**src/hw/rtl/ptc_pkg.sv**
```systemverilog
// shared types, constants and coding for the pressure/temperature compensator
`timescale 1ns / 1ps
`default_nettype none

package ptc_pkg;

   localparam int QUEUE_DEPTH_DEFAULT = 4;
   localparam int OUT_DEPTH_DEFAULT   = 2;

   // latency of one wrapping 64-bit multiply, and quotient bits of the divider
   localparam int MUL_LAT  = 2;
   localparam int DIV_BITS = 64;

   localparam int FINE_OFFSET = 128000;
   localparam int PRESS_BASE  = 1048576;
   localparam int PRESS_SCALE = 3125;

   localparam int CSR_DATA_W  = 64;
   localparam int CSR_INDEX_W = 2;

   typedef enum logic [CSR_INDEX_W-1:0] {
      CSR_CALIB_TEMP    = 2'd0,
      CSR_CALIB_PRESS_A = 2'd1,
      CSR_CALIB_PRESS_B = 2'd2,
      CSR_CALIB_PRESS_C = 2'd3
   } csr_index_type;

   typedef struct packed {
      logic        [15:0] t1;
      logic signed [15:0] t2;
      logic signed [15:0] t3;
      logic        [15:0] p1;
      logic signed [15:0] p2;
      logic signed [15:0] p3;
      logic signed [15:0] p4;
      logic signed [15:0] p5;
      logic signed [15:0] p6;
      logic signed [15:0] p7;
      logic signed [15:0] p8;
      logic signed [15:0] p9;
   } calib_type;

   // item handed from the temperature front end to the pressure back end
   typedef struct packed {
      logic signed [31:0] fine;
      logic signed [15:0] tc;
      logic        [19:0] adc_p;
   } mid_item_type;

   typedef struct packed {
      logic signed [15:0] temperature_centi;
      logic        [31:0] pressure_q24_8;
   } rsp_item_type;

   typedef struct packed {
      logic [63:0] un;
      logic [30:0] ud;
      logic        neg;
      logic        dz;
   } div_in_type;

endpackage

`default_nettype wire

```
**src/hw/rtl/ptc_front.sv**
```systemverilog
// front end: accepts raw pairs, works out fine temperature and centidegrees
`timescale 1ns / 1ps
`default_nettype none

module ptc_front import ptc_pkg::*; (
   input  logic         clock,
   input  logic         reset,
   input  logic         req_push,
   output logic         req_full,
   input  logic [19:0]  req_raw_temperature,
   input  logic [19:0]  req_raw_pressure,
   input  calib_type    calib,
   output logic         mid_push,
   output mid_item_type mid_item,
   input  logic         mid_full
);

   logic [4:0] vld_ff;
   logic       adv;

   logic signed [18:0] x1_in, x1_ff;
   logic signed [17:0] d_in, d_ff;
   logic signed [34:0] ma_in, ma_ff;
   logic signed [35:0] dsq_in, dsq_ff;
   logic signed [34:0] a_in, a_ff;
   logic signed [39:0] mb_in, mb_ff;
   logic signed [39:0] fine_w;
   logic signed [31:0] fine_ff;
   logic signed [35:0] t5_w, tcw_w;
   logic signed [15:0] tc_in;
   logic [19:0]        adcp_ff [4];
   mid_item_type       item_ff;

   assign adv      = !(vld_ff[4] && mid_full);
   assign req_full = !adv;
   assign mid_push = vld_ff[4] && !mid_full;
   assign mid_item = item_ff;

   assign x1_in  = $signed({2'b00, req_raw_temperature[19:3]})
                 - $signed({2'b00, calib.t1, 1'b0});
   assign d_in   = $signed({2'b00, req_raw_temperature[19:4]}) - $signed({2'b00, calib.t1});
   assign ma_in  = x1_ff * calib.t2;
   assign dsq_in = d_ff * d_ff;
   assign a_in   = ma_ff >>> 11;
   assign mb_in  = (dsq_ff >>> 12) * calib.t3;
   assign fine_w = a_ff + (mb_ff >>> 14);
   assign t5_w   = fine_ff * 36'sd5 + 36'sd128;
   assign tcw_w  = t5_w >>> 8;

   always_comb begin
      if (tcw_w > 36'sd32767) begin
         tc_in = 16'sh7fff;
      end else if (tcw_w < -36'sd32768) begin
         tc_in = 16'sh8000;
      end else begin
         tc_in = tcw_w[15:0];
      end
   end

   always_ff @(posedge clock) begin
      if (reset) begin
         vld_ff <= '0;
      end else if (adv) begin
         vld_ff <= {vld_ff[3:0], req_push};
      end
   end

   always_ff @(posedge clock) begin
      if (adv) begin
         x1_ff      <= x1_in;
         d_ff       <= d_in;
         adcp_ff[0] <= req_raw_pressure;
         ma_ff      <= ma_in;
         dsq_ff     <= dsq_in;
         adcp_ff[1] <= adcp_ff[0];
         a_ff       <= a_in;
         mb_ff      <= mb_in;
         adcp_ff[2] <= adcp_ff[1];
         fine_ff    <= fine_w[31:0];
         adcp_ff[3] <= adcp_ff[2];
         item_ff.fine  <= fine_ff;
         item_ff.tc    <= tc_in;
         item_ff.adc_p <= adcp_ff[3];
      end
   end

endmodule

`default_nettype wire

```
**config.mk**
```make
export PLATFORM = sky130hd
export DESIGN_NAME = ptc_front
export DESIGN_NICKNAME = d
export VERILOG_FILES = /design/src/hw/rtl/ptc_pkg.sv /design/src/hw/rtl/ptc_front.sv
export SDC_FILE = /design/constraint.sdc
export NUM_CORES = 2
export LEC_CHECK = 0
export ABC_AREA = 1
export BUFFER_PORTS_ARGS = -buffer_cell sky130_fd_sc_hd__buf_4
export CAP_MARGIN = 30
export CORE_ASPECT_RATIO = 2
export CORE_MARGIN = 2
export CORE_UTILIZATION = 40
export CTS_CLUSTER_DIAMETER = 200
export DETAILED_ROUTE_END_ITERATION = 6
export HOLD_SLACK_MARGIN = 0.05
export PLACE_DENSITY = 0.66
export SLEW_MARGIN = 20
export SYNTH_ARGS = -nofsm -noshare
export SYNTH_HDL_FRONTEND = slang
export SYNTH_SLANG_ARGS = --single-unit
```
**constraint.sdc**
```tcl
create_clock -name clock -period 7.07 [get_ports clock]
set_clock_uncertainty 0.15 [all_clocks]
set_input_delay 0.3535 -clock clock [delete_from_list [all_inputs] [get_ports clock]]
set_output_delay 0.3535 -clock clock [all_outputs]
set_load 0.02 [all_outputs]
```
# Word-level counts from Yosys, hierarchy flattened
# Memories as Yosys holds them, arrays and structs flattened. A register that Yosys moved wholly into a read port is not among the register bits.
# Index checks and enable logic that the tools add are counted.
[classes]
n_addsub = 4
n_mul = 4
order_cmp = 2
muxes = 2
reduce_logical = 4
[op_table]
columns = ["cell", "n"]
rows = [
  ["multiplier 24 x 16 -> 40 bit", 1],
  ["multiplier 17 x 17 -> 34 bit", 1],
  ["multiplier 18 x 16 -> 34 bit", 1],
  ["adder 31 x 9 -> 32 bit, second input constant", 1],
  ["multiplier 27 x 4 -> 31 bit, second input constant", 1],
  ["adder 24 x 26 -> 27 bit", 1],
  ["> comparator 24 x 16 -> 1 bit, second input constant", 1],
  ["less-than comparator 24 x 16 -> 1 bit, second input constant", 1],
  ["subtractor 17 x 17 -> 18 bit", 1],
  ["subtractor 16 x 16 -> 17 bit", 1],
  ["two-way mux 16 bit", 1],
  ["logical AND 1 bit", 2],
  ["zero test 1 bit", 2],
  ["two-way mux 1 bit", 1],
]
[word_totals]
reg_bits = 245
ram_bits = 80
output_inout_bits = 70
mem_count = 1
[mem_list]
columns = ["memory", "words", "width", "rd", "rd_clocked_by_memory_dff", "wr", "line_no", "text"]
rows = [
  ["adcp_ff", 4, 20, 4, 1, 4, "ptc_front.sv:31", "logic [19:0] adcp_ff [4];"],
]

# Logic depth before layout (Yosys ltp)
[logic_depth]
depth_word = 4
depth_mapped = 29
mapped_depth_nobuf = 27

# Worst setup path after synthesis
# Ideal clock, no wire load.
[synth_timing]
path_type = "register -> register"
start = "register vld_ff[4]"
end = "register vld_ff[3]"
setup_ns = 0.110
arrival_time_ns = 8.482
slack_ns = -1.671
path_stages_with_launch = 4
period_less_slack_ns = 8.741
path_cell_list = "dfxtp_1 nand2_1 inv_1 a211oi_1"
[synth_via]
elab_chain_cells = 1
[synth_lines]
columns = ["element", "line_no", "text"]
rows = [
  ["from (decl)", "ptc_front.sv:18", "logic [4:0] vld_ff;"],
  ["from (signal assigned)", "ptc_front.sv:64", "vld_ff <= {vld_ff[3:0], req_push};"],
  ["logical AND 1 bit", "ptc_front.sv:34", "assign adv = !(vld_ff[4] && mid_full);"],
  ["via req_full", "ptc_front.sv:9", "output logic req_full,"],
]
# The timed path passes the listed nets, and every way through them passes these cells.
# A chain may end at the register's enable or synchronous reset.

# Worst setup path in the final report
[layout_timing]
start = "register dsq_ff[34]"
end = "register mb_ff[39] (data pin)"
[layout_via]
elab_chain_cells = 1
[layout_lines]
columns = ["element", "line_no", "text"]
rows = [
  ["from (decl)", "ptc_front.sv:24", "logic signed [35:0] dsq_in, dsq_ff;"],
  ["from (signal assigned)", "ptc_front.sv:74", "dsq_ff <= dsq_in;"],
  ["multiplier 24 x 16 -> 40 bit", "ptc_front.sv:45", "assign mb_in = (dsq_ff >>> 12) * calib.t3;"],
  ["via mb_in[39]", "ptc_front.sv:26", "logic signed [39:0] mb_in, mb_ff;"],
  ["to (signal assigned)", "ptc_front.sv:77", "mb_ff <= mb_in;"],
  ["to (decl)", "ptc_front.sv:26", ""],
]
# The timed path passes the listed nets, and every way through them passes these cells.

==> results.cfg <==
[run_status]
status = complete, no violations

[layout]
final_cell_mix = 1,632 x inv_1, 1,204 x nand2_1, 920 x fa_1
layout-area-overhead-vs-synth_pct = 8.89
final_common_cell = inv_1
drive_above_1_share_pct = 5.70
n_antenna_cell = 0
layout.nets = 7100
nFillCells = 11700
postLayoutCellArea_um2 = 52300

[placed_design]
dpl_cell_area_um2 = 51000
preCtsSetupSlack_ps = 484
place.gp.congestion = 0.924
numPortBuffers = 158
post-dp-hpwl_um = 102000

[floorplan]
start_util_pct = 40.3
core_um2 = 119000
ios = 306
row_count = 179
die_y_um = 494
fp.dieArea_um2 = 123000
die_w_um = 249

[sta]
fmax_ghz = 0.151
finalMaxSlewViolations = 0
finalCriticalPeriod_ps = 6610
rsz0062_at_grt = false
fin_tns_setup_ps = 0
relSlewSlack_pct = 34.8
setup_ws_ps = 456
finalHoldViolations = 0
setup-violations-final = 0
worstMarginPinSlew_ps = 978
period_share_pct = 93.6

[drt]
ant_nets = 0
wirelength_um = 121000
routed-via-count = 35000
vias_per_cell = 4.91
first_pass_iters = 7
drt_drc_violations_left = 0
wl_per_cell_um = 16.9
initialDrtViolationCount = 1661

[global_route]
grt_overflow_total = 0
grt_pass1_vias = 39400
grt_usage_pct = 20.2
grt_max_degree = 176
antenna_found_initial = 1
grt_pass1_wl_um = 194000

[synthesis]
syn-num-nets = 6996
synth_area_per_cell_um2 = 8.78
synthFlopType = edfxtp_1
ys.warnings.count = 0
synth_largest_area_cell = fa_1
async_flop_share_pct = 0
synth_seq_cells = 287
syn_inst = 5472
netlist_area_um2 = 48100
yosys.area.top_type_share_pct = 38.3
synth.area.top_cells = fa_1 38%, edfxtp_1 18%, inv_1 13%, ha_1 9.6%, nand2_1 9.4%
synth_edf_count = 282
ys_types = 46
yosysSeqAreaShare_pct = 17.8

[clock_network]
cts_sinks = 287
htree_levels = 1
clock_latency_ps = 640
cts_buffers = 28
cts_tree = yes
root_buffer = clkbuf_16
clock_path_buffers = 3
cts.clk_slew.worst_paths_ps = 80

[run]
maxCapViolCount = 0

[critical_path]
endpoint_kind = register
cp_max_fo = 8
crit_type = register to register
cp.required_ps = 7280
worstPathArrival_ps = 6820
critPathLaunchType = register

[worst_hold_path]
hp-class = primary input to register
-- critical path, cell delays in order (launching register included) --
cell and delay, ps:
edfxtp_1 530, nand2_1 160, inv_1 90, fa_1 620, inv_1 160, fa_1 510, inv_1 350, fa_1 520
fa_1 570, fa_1 430, fa_1 440, ha_1 550, nand2_1 170, nor2_1 250, inv_1 90, o21ai_0 250
a31oi_1 120, o21ai_1 240, xor2_1 120
-- metrics by stage --
step	cells	hold WS, ps	util [%]
4_1_cts	7136	51.9	43.9
3_3_place_gp	7056	250	42.8
5_1_grt	7136	112	43.9
6_report	7136	85.9	43.9
2_1_floorplan	5472	250	-
3_5_place_dp	7056	255	42.8
-- final cells by class --
type / count / area (um^2) / share of cell area [%]
inverters: 1635 / 6140 / 11.7
flip-flops and latches: 287 / 8570 / 16.4
clock inverters: 22 / 298 / 0.569
clock buffers: 30 / 708 / 1.35
repair buffers: 250 / 2030 / 3.89
multi-input cells: 3374 / 32700 / 62.4
well taps: 1538 / 1920 / 3.68
-- timing repair --
action | in CTS | in global routing
endpoints found under the hold margin | 31 | 0
setup buffers | 0 | 0
endpoints found under the setup margin | 0 | 1
hold buffers | 28 | 0
resized for setup | 0 | 1
-- sequential cells by signal, indices dropped and copies added (netlist names) --
name and cells:
mid_item 63, a_ff 23, fine_ff 27, ma_ff 23, dsq_ff 22, adcp_ff 80
mb_ff 26, vld_ff 5, x1_ff 18
-- worst paths after layout --
check	startpoint	to	slack [ps]	cells past startpoint
min	req_raw_temperature[18]	x1_ff[15]	90	3
max reg2reg	dsq_ff[34]	mb_ff[39]	460	18
max	dsq_ff[34]	mb_ff[39]	460	18
min reg2reg	adcp_ff[2][8]	adcp_ff[3][8]	260	0
-- metal layers --
metal	up-vias	track usage [%]	part of all wire (%)
met4	2	15.7	9.0
met2	1035	40.3	56
met3	543	1.70	3.5
met5	-	0	0.012
li1	16100	-	-
met1	17300	18.6	32
-- cells in the mapped netlist (6+ instances only) --
master,number
clkbuf_1,158
nor2_1,208
nor4_1,7
a21o_1,24
inv_1,1632
nand2_2,13
ha_1,368
nor2_2,8
nor3_1,21
xnor2_1,57
xor2_1,88
o21ai_0,86
nand2_1,1205
buf_1,9
o21bai_1,16
a31oi_1,26
nand3_2,6
fa_1,920
or2_2,9
a211oi_1,6
edfxtp_1,282
nand4_1,20
buf_4,6
nand3_1,73
o211ai_1,9
a21oi_1,169
-- kinds of logic after synthesis --
logic type | after synthesis | share of synthesized area, %
xor gates and xnor gates | 145 | 2.64
adders and majority gates | 1288 | 47.9
and+or+nand+nor | 1583 | 13.2
AOI/OAI and AO/OA | 358 | 4.20
DFF | 287 | 17.8
buffers and inverters | 1811 | 14.2
Power is not shown: default switching activity piles up to over one toggle a cycle in this logic, so the estimate is an artifact.
