--- src/hw/rtl/ptc_pkg.sv ---
// shared types, constants and coding for the pressure/temperature compensator
`timescale 1ns / 1ps
`default_nettype none

package ptc_pkg;

   localparam int QUEUE_DEPTH_DEFAULT = 4;
   localparam int OUT_DEPTH_DEFAULT   = 2;

   // latency of one wrapping 64-bit multiply, and quotient bits of the divider
   localparam int MUL_LAT  = 2;
   localparam int DIV_BITS = 64;

   localparam int FINE_OFFSET = 128000;
   localparam int PRESS_BASE  = 1048576;
   localparam int PRESS_SCALE = 3125;

   localparam int CSR_DATA_W  = 64;
   localparam int CSR_INDEX_W = 2;

   typedef enum logic [CSR_INDEX_W-1:0] {
      CSR_CALIB_TEMP    = 2'd0,
      CSR_CALIB_PRESS_A = 2'd1,
      CSR_CALIB_PRESS_B = 2'd2,
      CSR_CALIB_PRESS_C = 2'd3
   } csr_index_type;

   typedef struct packed {
      logic        [15:0] t1;
      logic signed [15:0] t2;
      logic signed [15:0] t3;
      logic        [15:0] p1;
      logic signed [15:0] p2;
      logic signed [15:0] p3;
      logic signed [15:0] p4;
      logic signed [15:0] p5;
      logic signed [15:0] p6;
      logic signed [15:0] p7;
      logic signed [15:0] p8;
      logic signed [15:0] p9;
   } calib_type;

   // item handed from the temperature front end to the pressure back end
   typedef struct packed {
      logic signed [31:0] fine;
      logic signed [15:0] tc;
      logic        [19:0] adc_p;
   } mid_item_type;

   typedef struct packed {
      logic signed [15:0] temperature_centi;
      logic        [31:0] pressure_q24_8;
   } rsp_item_type;

   typedef struct packed {
      logic [63:0] un;
      logic [30:0] ud;
      logic        neg;
      logic        dz;
   } div_in_type;

endpackage

`default_nettype wire

--- src/hw/rtl/ptc_fifo.sv ---
// small register queue with push/full and pop/empty sides
`timescale 1ns / 1ps
`default_nettype none

module ptc_fifo import ptc_pkg::*; #(
   parameter int DEPTH = QUEUE_DEPTH_DEFAULT,
   parameter int WIDTH = 8
) (
   input  logic             clock,
   input  logic             reset,
   input  logic             push,
   input  logic [WIDTH-1:0] din,
   output logic             full,
   input  logic             pop,
   output logic [WIDTH-1:0] dout,
   output logic             empty
);

   localparam int AW = (DEPTH > 1) ? $clog2(DEPTH) : 1;
   localparam int CW = $clog2(DEPTH + 1);

   logic [WIDTH-1:0] mem_ff [DEPTH];
   logic [AW-1:0]    wr_ptr_ff, wr_ptr_in;
   logic [AW-1:0]    rd_ptr_ff, rd_ptr_in;
   logic [CW-1:0]    count_ff, count_in;
   logic             do_push, do_pop;

   assign full    = (count_ff == CW'(DEPTH));
   assign empty   = (count_ff == '0);
   assign do_push = push && !full;
   assign do_pop  = pop && !empty;
   assign dout    = mem_ff[rd_ptr_ff];

   always_comb begin
      wr_ptr_in = wr_ptr_ff;
      rd_ptr_in = rd_ptr_ff;
      count_in  = count_ff;
      if (do_push) begin
         wr_ptr_in = (wr_ptr_ff == AW'(DEPTH - 1)) ? '0 : wr_ptr_ff + 1'b1;
      end
      if (do_pop) begin
         rd_ptr_in = (rd_ptr_ff == AW'(DEPTH - 1)) ? '0 : rd_ptr_ff + 1'b1;
      end
      if (do_push && !do_pop) begin
         count_in = count_ff + 1'b1;
      end else if (do_pop && !do_push) begin
         count_in = count_ff - 1'b1;
      end
   end

   always_ff @(posedge clock) begin
      if (reset) begin
         wr_ptr_ff <= '0;
         rd_ptr_ff <= '0;
         count_ff  <= '0;
      end else begin
         wr_ptr_ff <= wr_ptr_in;
         rd_ptr_ff <= rd_ptr_in;
         count_ff  <= count_in;
      end
   end

   always_ff @(posedge clock) begin
      if (do_push) begin
         mem_ff[wr_ptr_ff] <= din;
      end
   end

endmodule

`default_nettype wire

--- config.mk ---
export PLATFORM = sky130hd
export DESIGN_NAME = ptc_fifo
export DESIGN_NICKNAME = d
export VERILOG_FILES = /design/src/hw/rtl/ptc_pkg.sv /design/src/hw/rtl/ptc_fifo.sv
export SDC_FILE = /design/constraint.sdc
export NUM_CORES = 1
export LEC_CHECK = 0
export BUFFER_PORTS_ARGS = -buffer_cell sky130_fd_sc_hd__buf_2
export CAP_MARGIN = 20
export CORE_UTILIZATION = 53
export CTS_BUF_LIST = sky130_fd_sc_hd__clkbuf_2
export DETAILED_ROUTE_END_ITERATION = 16
export PLACE_DENSITY = 0.83
export REMOVE_ABC_BUFFERS = 1
export SKIP_CTS_REPAIR_TIMING = 1
export SLEW_MARGIN = 15
export SYNTH_ARGS = -nofsm -noshare
export SYNTH_HDL_FRONTEND = slang
export SYNTH_SLANG_ARGS = --single-unit
--- constraint.sdc ---
create_clock -name clock -period 2.5 [get_ports clock]
set_clock_uncertainty 0.15 [all_clocks]
set_input_delay 0 -clock clock [delete_from_list [all_inputs] [get_ports clock]]
set_output_delay 0 -clock clock [all_outputs]
set_load 0.01 [all_outputs]
### After elaboration in Yosys (flattened, before gate mapping)

Memories as Yosys holds them, arrays and structs flattened. A register that Yosys moved wholly into a read port is not among the register bits.
Index checks and enable logic that the tools add are counted.

| word-level totals | value |
|---|---|
| register bits | 7 |
| bits in writable memories | 32 |
| input bits | 12 |
| output and inout port bits | 10 |
| logic and storage cells | 29 |
| memories | 1 |

Memories:

| name | depth | width | rd ports | clocked after memory_dff | write ports | line | RTL |
|---|---|---|---|---|---|---|---|
| mem_ff | 4 | 8 | 1 | 1 | 1 | ptc_fifo.sv:22 | `logic [WIDTH-1:0] mem_ff [DEPTH];` |

| cells by class | value |
|---|---|
| add/subtract/negate cells | 4 |
| eq/ne operators | 3 |
| multiplexer cells | 8 |
| reduce and logical (&&, ||, !) cells | 10 |

Operator list:

| cell | count |
|---|---|
| $mux W2 | 4 |
| $mux W3 | 2 |
| $add A2 B1 Y2 const B | 2 |
| $eq A2 B2 Y1 const B | 2 |
| $logic_and A1 B1 Y1 | 4 |
| $logic_not A1 Y1 | 4 |
| $add A3 B1 Y3 const B | 1 |
| $eq A3 B3 Y1 const B | 1 |
| $logic_not A3 Y1 | 1 |
| $sub A3 B1 Y3 const B | 1 |
| $mux W1 | 2 |
| $reduce_bool A2 Y1 | 1 |

### Longest topological paths before layout

Gate-level depths: netlist of run 1.

| logic depth | value |
|---|---|
| depth after elaboration | 7 |
| depth in mapped cells | 10 |
| depth with buffers taken out | 9 |

### Worst setup path after synthesis of run 1

Ideal clock, no wire load.

| path | value |
|---|---|
| path type | reg2reg |
| start | register count_ff[0] |
| end | register count_ff[2] |
| library setup time | 0.070 ns |
| data arrival time | 2.103 ns |
| required time | 2.280 ns |
| path slack | 0.176 ns |
| cell stages (with the launch flop) | 11 |
| path buffers | 1 |
| clock period less this slack | 2.324 ns |
| cell sequence | dfxtp_1 -> or3b_1 -> buf_6 -> clkinv_4 -> nor2_2 -> ha_1 -> inv_1 -> fa_1 -> xor2_1 -> or3_2 -> a21oi_1 |

| on the way | value |
|---|---|
| cells in the longest elaborated chain, start to end | 6 |
| elaborated cells between the ends (all ways) | 15 |
| those cells by class | 2 x add/sub; 1 x eq/ne; 2 x mux; 10 x reduce/logical |

RTL lines:

| what | line | RTL |
|---|---|---|
| from (decl) | ptc_fifo.sv:25 | `logic [CW-1:0] count_ff, count_in;` |
| from (signal assigned) | ptc_fifo.sv:59 | `count_ff <= count_in;` |
| $eq A3 B3 Y1 * | ptc_fifo.sv:28 | `assign full = (count_ff == CW'(DEPTH));` |
| net full | ptc_fifo.sv:13 | `output logic full,` |
| $logic_not A1 Y1 * | ptc_fifo.sv:30 | `assign do_push = push && !full;` |
| $logic_and A1 B1 Y1 * | ptc_fifo.sv:30 |  |
| net do_push | ptc_fifo.sv:26 | `logic do_push, do_pop;` |
| $logic_not A1 Y1 | ptc_fifo.sv:46 | `end else if (do_pop && !do_push) begin` |
| $logic_and A1 B1 Y1 | ptc_fifo.sv:46 |  |
| $reduce_bool A2 Y1 (no source line) | n/a |  |

The timed path passes the listed nets; every way through them passes the cells marked *. The select of a mux whose other input is x is not followed.
A chain may end at the register's enable or synchronous reset.

### Worst setup path in the final report of run 1

| path | value |
|---|---|
| start | register count_ff[2] |
| end | register count_ff[2] |

| on the way | value |
|---|---|
| cells in the longest elaborated chain, start to end | 6 |
| elaborated cells between the ends (all ways) | 15 |
| those cells by class | 2 x add/sub; 1 x eq/ne; 2 x mux; 10 x reduce/logical |

RTL lines:

| what | line |
|---|---|
| $eq A3 B3 Y1 * | ptc_fifo.sv:28 |
| $logic_not A1 Y1 * | ptc_fifo.sv:30 |
| $logic_and A1 B1 Y1 * | ptc_fifo.sv:30 |
| net do_push | ptc_fifo.sv:26 |
| $logic_not A1 Y1 | ptc_fifo.sv:46 |
| $logic_and A1 B1 Y1 | ptc_fifo.sv:46 |
| $reduce_bool A2 Y1 (no source line) | n/a |

Marked as above.

==> impl_results.md, run 1 <==
* Wire length of the first global-routing pass at 3.72 mm
* Initial antenna violation count at 0
* DRT antenna net count at 0
* Die width at 57.7 um
* Sink Count at 41
* Tightest Pin Transition at 0.540 ns
* CP startpoint kind: flop
* Layout cells sized above 1 at 37.2%
* Reg2Reg Setup Slack at 0.11 ns
* DR pass1 iterations at 3
* Worst path cell trace: or3b_1 > clkinv_4 > nor2_2 > ha_1 > inv_1 > fa_1 > xor2_1 > or3_2 > a21oi_1
* Minimum clock period at 2.39 ns
* CP arrival at 2.58 ns
* Register-to-Register Path Depth at 9
* Crit end category: flop
* Die footprint at 0.00333 mm^2
* Buf+Inv Stages, Crit Path at 2
* Crit Path Class: reg2reg
* Top-Level Pins at 22
* Post-Layout Cell Count at 160
* Core Region at 0.00285 mm^2
* Total GRT Usage at 16.5%
* Total power at 1.63 mW
* Routed len/inst at 15.6 um
* Remaining Overflow, GRT at 0
* Root buf cell: clkbuf_2
* Via/cell ratio at 5.36
* Pins Over Slew Limit at 0
* Post-synthesis adder-cell area fraction at 5.78%
* Peak Freq at 419 MHz
* Pre-CTS setup slack at 0.0859 ns
* CTS tree: done
* Die height at 57.7 um
* Hold Path Class: in2reg
* Crit path depth at 9
* Seq/Total Area, Yosys at 69.4%
* Starting density of the core at 57.7%
* Synthesized instance count at 92
* Crit path to: count_ff[2]
* Clk_lat worst skew at 0.39 ns
* Slowest CP cell: or3_2
* Clock Path Buffers at 2
* Number of diodes at 0
* Synth Register Bits at 41
* Period utilization at 95.4%
* Synth warn at 0
* Synth Area in XOR/XNOR at 1.06%
* Endpoints failing hold at 0
* Number of global-route vias before repair at 805
* Worst path top cell family by delay: simple AND/OR/NAND/NOR gates
* RR Endpoint: count_ff[2]
* Worst slew margin at 64.0%
* Total CTS buffers at 5
* HPWL Detailed at 1.65 mm
* GP Congestion at 0.688
* DRC Markers at 0
* Placed inst area at 0.00177 mm^2
* Final worst slack at 0.115 ns
* Largest family of logic cells by synthesized area: multiplexers
* First DRT Iteration DRCs at 31
* Worst EP required at 2.69 ns
* Largest net degree at the start of global routing at 13
* Via count at 857
* Final instance area at 0.00192 mm^2
* Final setup violation count at 0
* Area leader, netlist: edfxtp_1
* Avg Cell Area, Syn at 17.9 um^2
* Status: finished clean
* Synth unique cells at 26
* Worst setup path startpoint: count_ff[2]
* Unrepaired setup endpoints after global routing: false
* Top cell type's share of synthesized area at 58.4%
* Synthesized area at 0.00165 mm^2
* Final WL at 2.49 mm
* Max cap viols at 0
* CTS H-tree lvls at 2
* Placed Cells at 141
* Clock transition at path regs at 0.19 ns
* CP max FO at 5
* PortBufs at 21
* CP peak stage delay at 0.41 ns
* Max VDD drop at 0.000676 V
* Post-synthesis mux area share at 12.2%
* Synth Area in Simple Gates at 5.70%
* Static leakage at 0.727 nW
* Row cnt at 19
* Compound-Gate Fraction of Synth Area at 3.04%
* Setup_tns at 0 ns
* Area grow syn2layout at 17.0%
* PD cells at 849 mW/mm^2
* Final net count at 147
* RR Startpoint: count_ff[2]
* Dominant cells by area after synthesis: edfxtp_1, dfxtp_1, mux4_2
[kinds of logic (layout without fill, tap and decap cells)]
family / after synthesis / in the layout
buf+inv: 9 / 46
fa+ha+maj: 7 / 7
flops: 41 / 41
xor+xnor: 2 / 2
mux: 10 / 10
compound gates: 7 / 7
simple gates: 16 / 16
[power by group]
| part | internal, mW | switching, mW | total (mW) |
|---|---|---|---|
| sequential | 0.833 | 0.0836 | 0.917 |
| clock | 0.0749 | 0.198 | 0.273 |
| combinational | 0.239 | 0.205 | 0.444 |
| total | 1.15 | 0.487 | 1.63 |
[metal layers]
layer  part of all wire (%)  vias up  wire length (um)  global-route usage (%)
met4                    1.8        0                46                    11.2
met2                     50       20              1250                    26.2
met1                     43      407              1080                    17.8
met5                      0        -                 0                       0
met3                    4.5        5               111                    7.14
li1                       -      425                 -                       -
[worst min path at each step]
stage	start	endpoint	depth (start not counted)
after global routing	din[3]	mem_ff[0][3]	2
after global placement	din[1]	mem_ff[2][1]	1
after floorplan	reset	count_ff[2]	1
final	din[3]	mem_ff[0][3]	2
after detailed placement	din[2]	mem_ff[3][2]	1
after CTS	din[3]	mem_ff[0][3]	1
[flip-flops by register name, summed over array words and instances, names as in the netlist, named ones only]
register / flops
count_ff: 3
wr_ptr_ff: 2
rd_ptr_ff: 2
mem_ff: 32
[synthesized netlist by cell type]
cell / count
a21oi_1: 3
clkinv_4: 1
nor3_1: 2
or3_1: 1
ha_1: 6
o21ai_0: 1
buf_1: 1
inv_1: 4
clkbuf_1: 1
or3_2: 1
dfxtp_1: 9
mux2i_1: 2
and3_2: 4
mux4_2: 8
nor2_1: 3
or3b_1: 1
edfxtp_1: 32
xor2_1: 2
nor2_2: 1
buf_2: 1
nand3_1: 2
fa_1: 1
o31ai_2: 2
nand2_1: 1
buf_6: 1
o21ai_1: 1
[placed cells by master (no fill, tap or decap), types with 2 or more instances in the layout]
cell type	instances
nor2_1	3
nand3_1	2
dfxtp_2	2
inv_1	4
clkbuf_2	7
ha_1	6
dlygate4sd3_1	11
buf_2	21
a21oi_1	3
edfxtp_1	32
and3_2	4
xor2_1	2
nor3_1	2
dfxtp_1	7
o31ai_2	2
mux4_2	8
mux2i_1	2
[final cells by class]
class	instances	area, um^2
sequential	41	1140
fill	198	928
multi-input combinational	42	457
timing repair buffer	33	223
tap	31	38.8
clock buffer	7	35.0
inverter	5	23.8
clock inverter	1	3.75
[metrics by stage]
stage	util (%)	hold WS [ns]
2_1_floorplan	-	-0.0809
3_3_place_gp	62.1	0.0623
3_5_place_dp	62.1	0.0728
4_1_cts	63.5	-0.361
5_1_grt	67.5	0.162
6_report	67.5	0.198
Note: power is estimated with default switching activity, not from simulation.
==> run 2: changes to the inputs <==
Settings changed: BUFFER_PORTS_ARGS -buffer_cell sky130_fd_sc_hd__buf_2 to -buffer_cell sky130_fd_sc_hd__buf_4, SLEW_MARGIN 15 to default.
==> run 2 against run 1 <==
Against the previous run: core utilization grew 1.9 points; maximum frequency about the same; critical path type unchanged; clock-buffer cell count down 1; largest cell class unchanged; register-to-register slack about the same.
==> impl_results.md, run 2 (synthesis gave the netlist of run 1 again) <==
* Status: finished clean
* RR Startpoint: count_ff[2]
* Initial antenna violation count at 0 (unchanged)
* Clk_lat worst skew at 0.39 ns (about the same)
* Total CTS buffers at 5 (unchanged)
* Tightest Pin Transition at 0.532 ns (-0.00805 ns)
* Final WL at 2.66 mm (+6.7%)
* Buf+Inv Stages, Crit Path at 2 (unchanged)
* Routed len/inst at 16.6 um (+6.7%)
* Starting density of the core at 57.7% (unchanged)
* Wire length of the first global-routing pass at 4.06 mm (+9.1%)
* Hold Path Class: in2reg
* Post-Layout Cell Count at 160 (unchanged)
* Final net count at 147 (unchanged)
* Register-to-Register Path Depth at 9 (unchanged)
* Worst path top cell family by delay: simple AND/OR/NAND/NOR gates
* Pins Over Slew Limit at 0 (unchanged)
* CTS H-tree lvls at 2 (unchanged)
* GP Congestion at 0.725 (+5.3%)
* Sink Count at 41 (unchanged)
* Crit end category: flop
* CP arrival at 2.56 ns (-0.02 ns)
* Via/cell ratio at 5.51 (+2.9%)
* Worst EP required at 2.68 ns (about the same)
* RR Endpoint: count_ff[2]
* CP peak stage delay at 0.41 ns (about the same)
* WHS Path Cells at 2 (unchanged)
* First DRT Iteration DRCs at 17 (-45%)
* DR pass1 iterations at 4 (+1)
* Number of global-route vias before repair at 886 (+10%)
* CTS tree: done
* Static leakage at 0.747 nW (+2.7%)
* Area grow syn2layout at 20.2%
* PD cells at 850 mW/mm^2 (+0.18%)
* Final core occ at 69.3% (+1.9 points)
* Max VDD drop at 0.000608 V (-10%)
* DRC Markers at 0 (unchanged)
* Peak Freq at 419 MHz (about the same)
* PortBufs at 21 (unchanged)
* Die width at 57.7 um (unchanged)
* WHS Endpoint: mem_ff[1][6]
* Number of diodes at 0 (unchanged)
* Die footprint at 0.00333 mm^2 (unchanged)
* Unrepaired setup endpoints after global routing: false
* Crit Path Class: reg2reg
* HPWL Detailed at 1.77 mm (+7.5%)
* Period utilization at 95.4% (about the same)
* Worst slew margin at 64.5% (+0.54 points)
* Die height at 57.7 um (unchanged)
* CP max FO at 5 (unchanged)
* Core Region at 0.00285 mm^2 (unchanged)
* Largest net degree at the start of global routing at 13 (unchanged)
* Endpoints failing hold at 0 (unchanged)
* Final setup violation count at 0 (unchanged)
* Placed Cells at 141 (unchanged)
* Fillers at 189 (-4.5%)
* Layout cells sized above 1 at 38.0% (+0.78 points)
* Row cnt at 19 (unchanged)
* Clock Path Buffers at 2 (unchanged)
* Hold path start: din[6]
* DRT antenna net count at 0 (unchanged)
* Minimum clock period at 2.38 ns (-0.000434 ns)
* Top-Level Pins at 22 (unchanged)
* Max cap viols at 0 (unchanged)
* Biggest register: mem_ff
* Via count at 882 (+2.9%)
* Total GRT Usage at 18.1% (+1.6 points)
* Remaining Overflow, GRT at 0 (unchanged)
* CP startpoint kind: flop
* Setup_tns at 0 ns (unchanged)
* Regs by FF count: mem_ff: 32 flops, count_ff: 3 flops
* Worst path cell trace: or3b_1 > clkinv_4 > nor2_2 > ha_1 > inv_1 > fa_1 > xor2_1 > or3_2 > a21oi_1
* Slowest CP cell: or3_2
* Most frequent cells in the layout: edfxtp_1, buf_4, dlygate4sd3_1
* Leading cell type in the layout, fill and taps excluded: edfxtp_1
* Root buf cell: clkbuf_2
* Clock transition at path regs at 0.20 ns (about the same)
* Max FFs per register at 32 (unchanged)
* Final worst slack at 0.115 ns (+0.000434 ns)
* Reg2Reg Setup Slack at 0.12 ns (about the same)
* Pre-CTS setup slack at 0.0866 ns (+0.000641 ns)
## run 2: cell count changes in the layout (fill, tap and decap cells not counted)
cell      change
buf_2        -21
buf_4        +21
clkbuf_2      -1
clkinv_1      -1
clkinv_2      +2
## run 2: power by group
part           internal (mW)  switching [mW]  total, mW
clock                 0.0703           0.202      0.272
combinational          0.279           0.217      0.497
sequential             0.833          0.0806      0.914
total                   1.18           0.500       1.68
## run 2: final cells by class
type	count	area (um^2)	area share, %
clock buffers	6	30.0	1.52
clock inverters	2	10.0	0.506
inverters	5	23.8	1.20
multi-input cells	42	457	23.1
flip-flops and latches	41	1140	57.8
well taps	31	38.8	1.96
repair buffers	33	275	13.9
## run 2: worst max-delay path by stage
| stage | slack, ns | startpoint | depth (start not counted) | to |
|---|---|---|---|---|
| after floorplan | 0.13 | count_ff[0] | 9 | count_ff[2] |
| after global placement | 0.17 | count_ff[0] | 9 | count_ff[2] |
| after detailed placement | 0.09 | count_ff[0] | 9 | count_ff[2] |
| after CTS | 0.03 | count_ff[0] | 9 | count_ff[2] |
| after global routing | 0.007 | count_ff[2] | 9 | count_ff[2] |
| final | 0.12 | count_ff[2] | 9 | count_ff[2] |
## run 2: through the flow
step / hold slack [ns] / cell area [um^2] / power (mW)
floorplan: -0.0809 / 1620 / 1.21
global placement: 0.0503 / 1830 / 1.38
detailed placement: 0.0553 / 1830 / 1.41
CTS: -0.382 / 1870 / 1.69
global route: 0.152 / 1980 / 1.78
finish: 0.198 / 1980 / 1.68
## run 2: layer usage
layer / track usage, % / share of wire, %
met5: 0 / 0
met4: 15.6 / 2.8
met3: 4.91 / 4.0
met2: 28.7 / 51
met1: 20.1 / 43
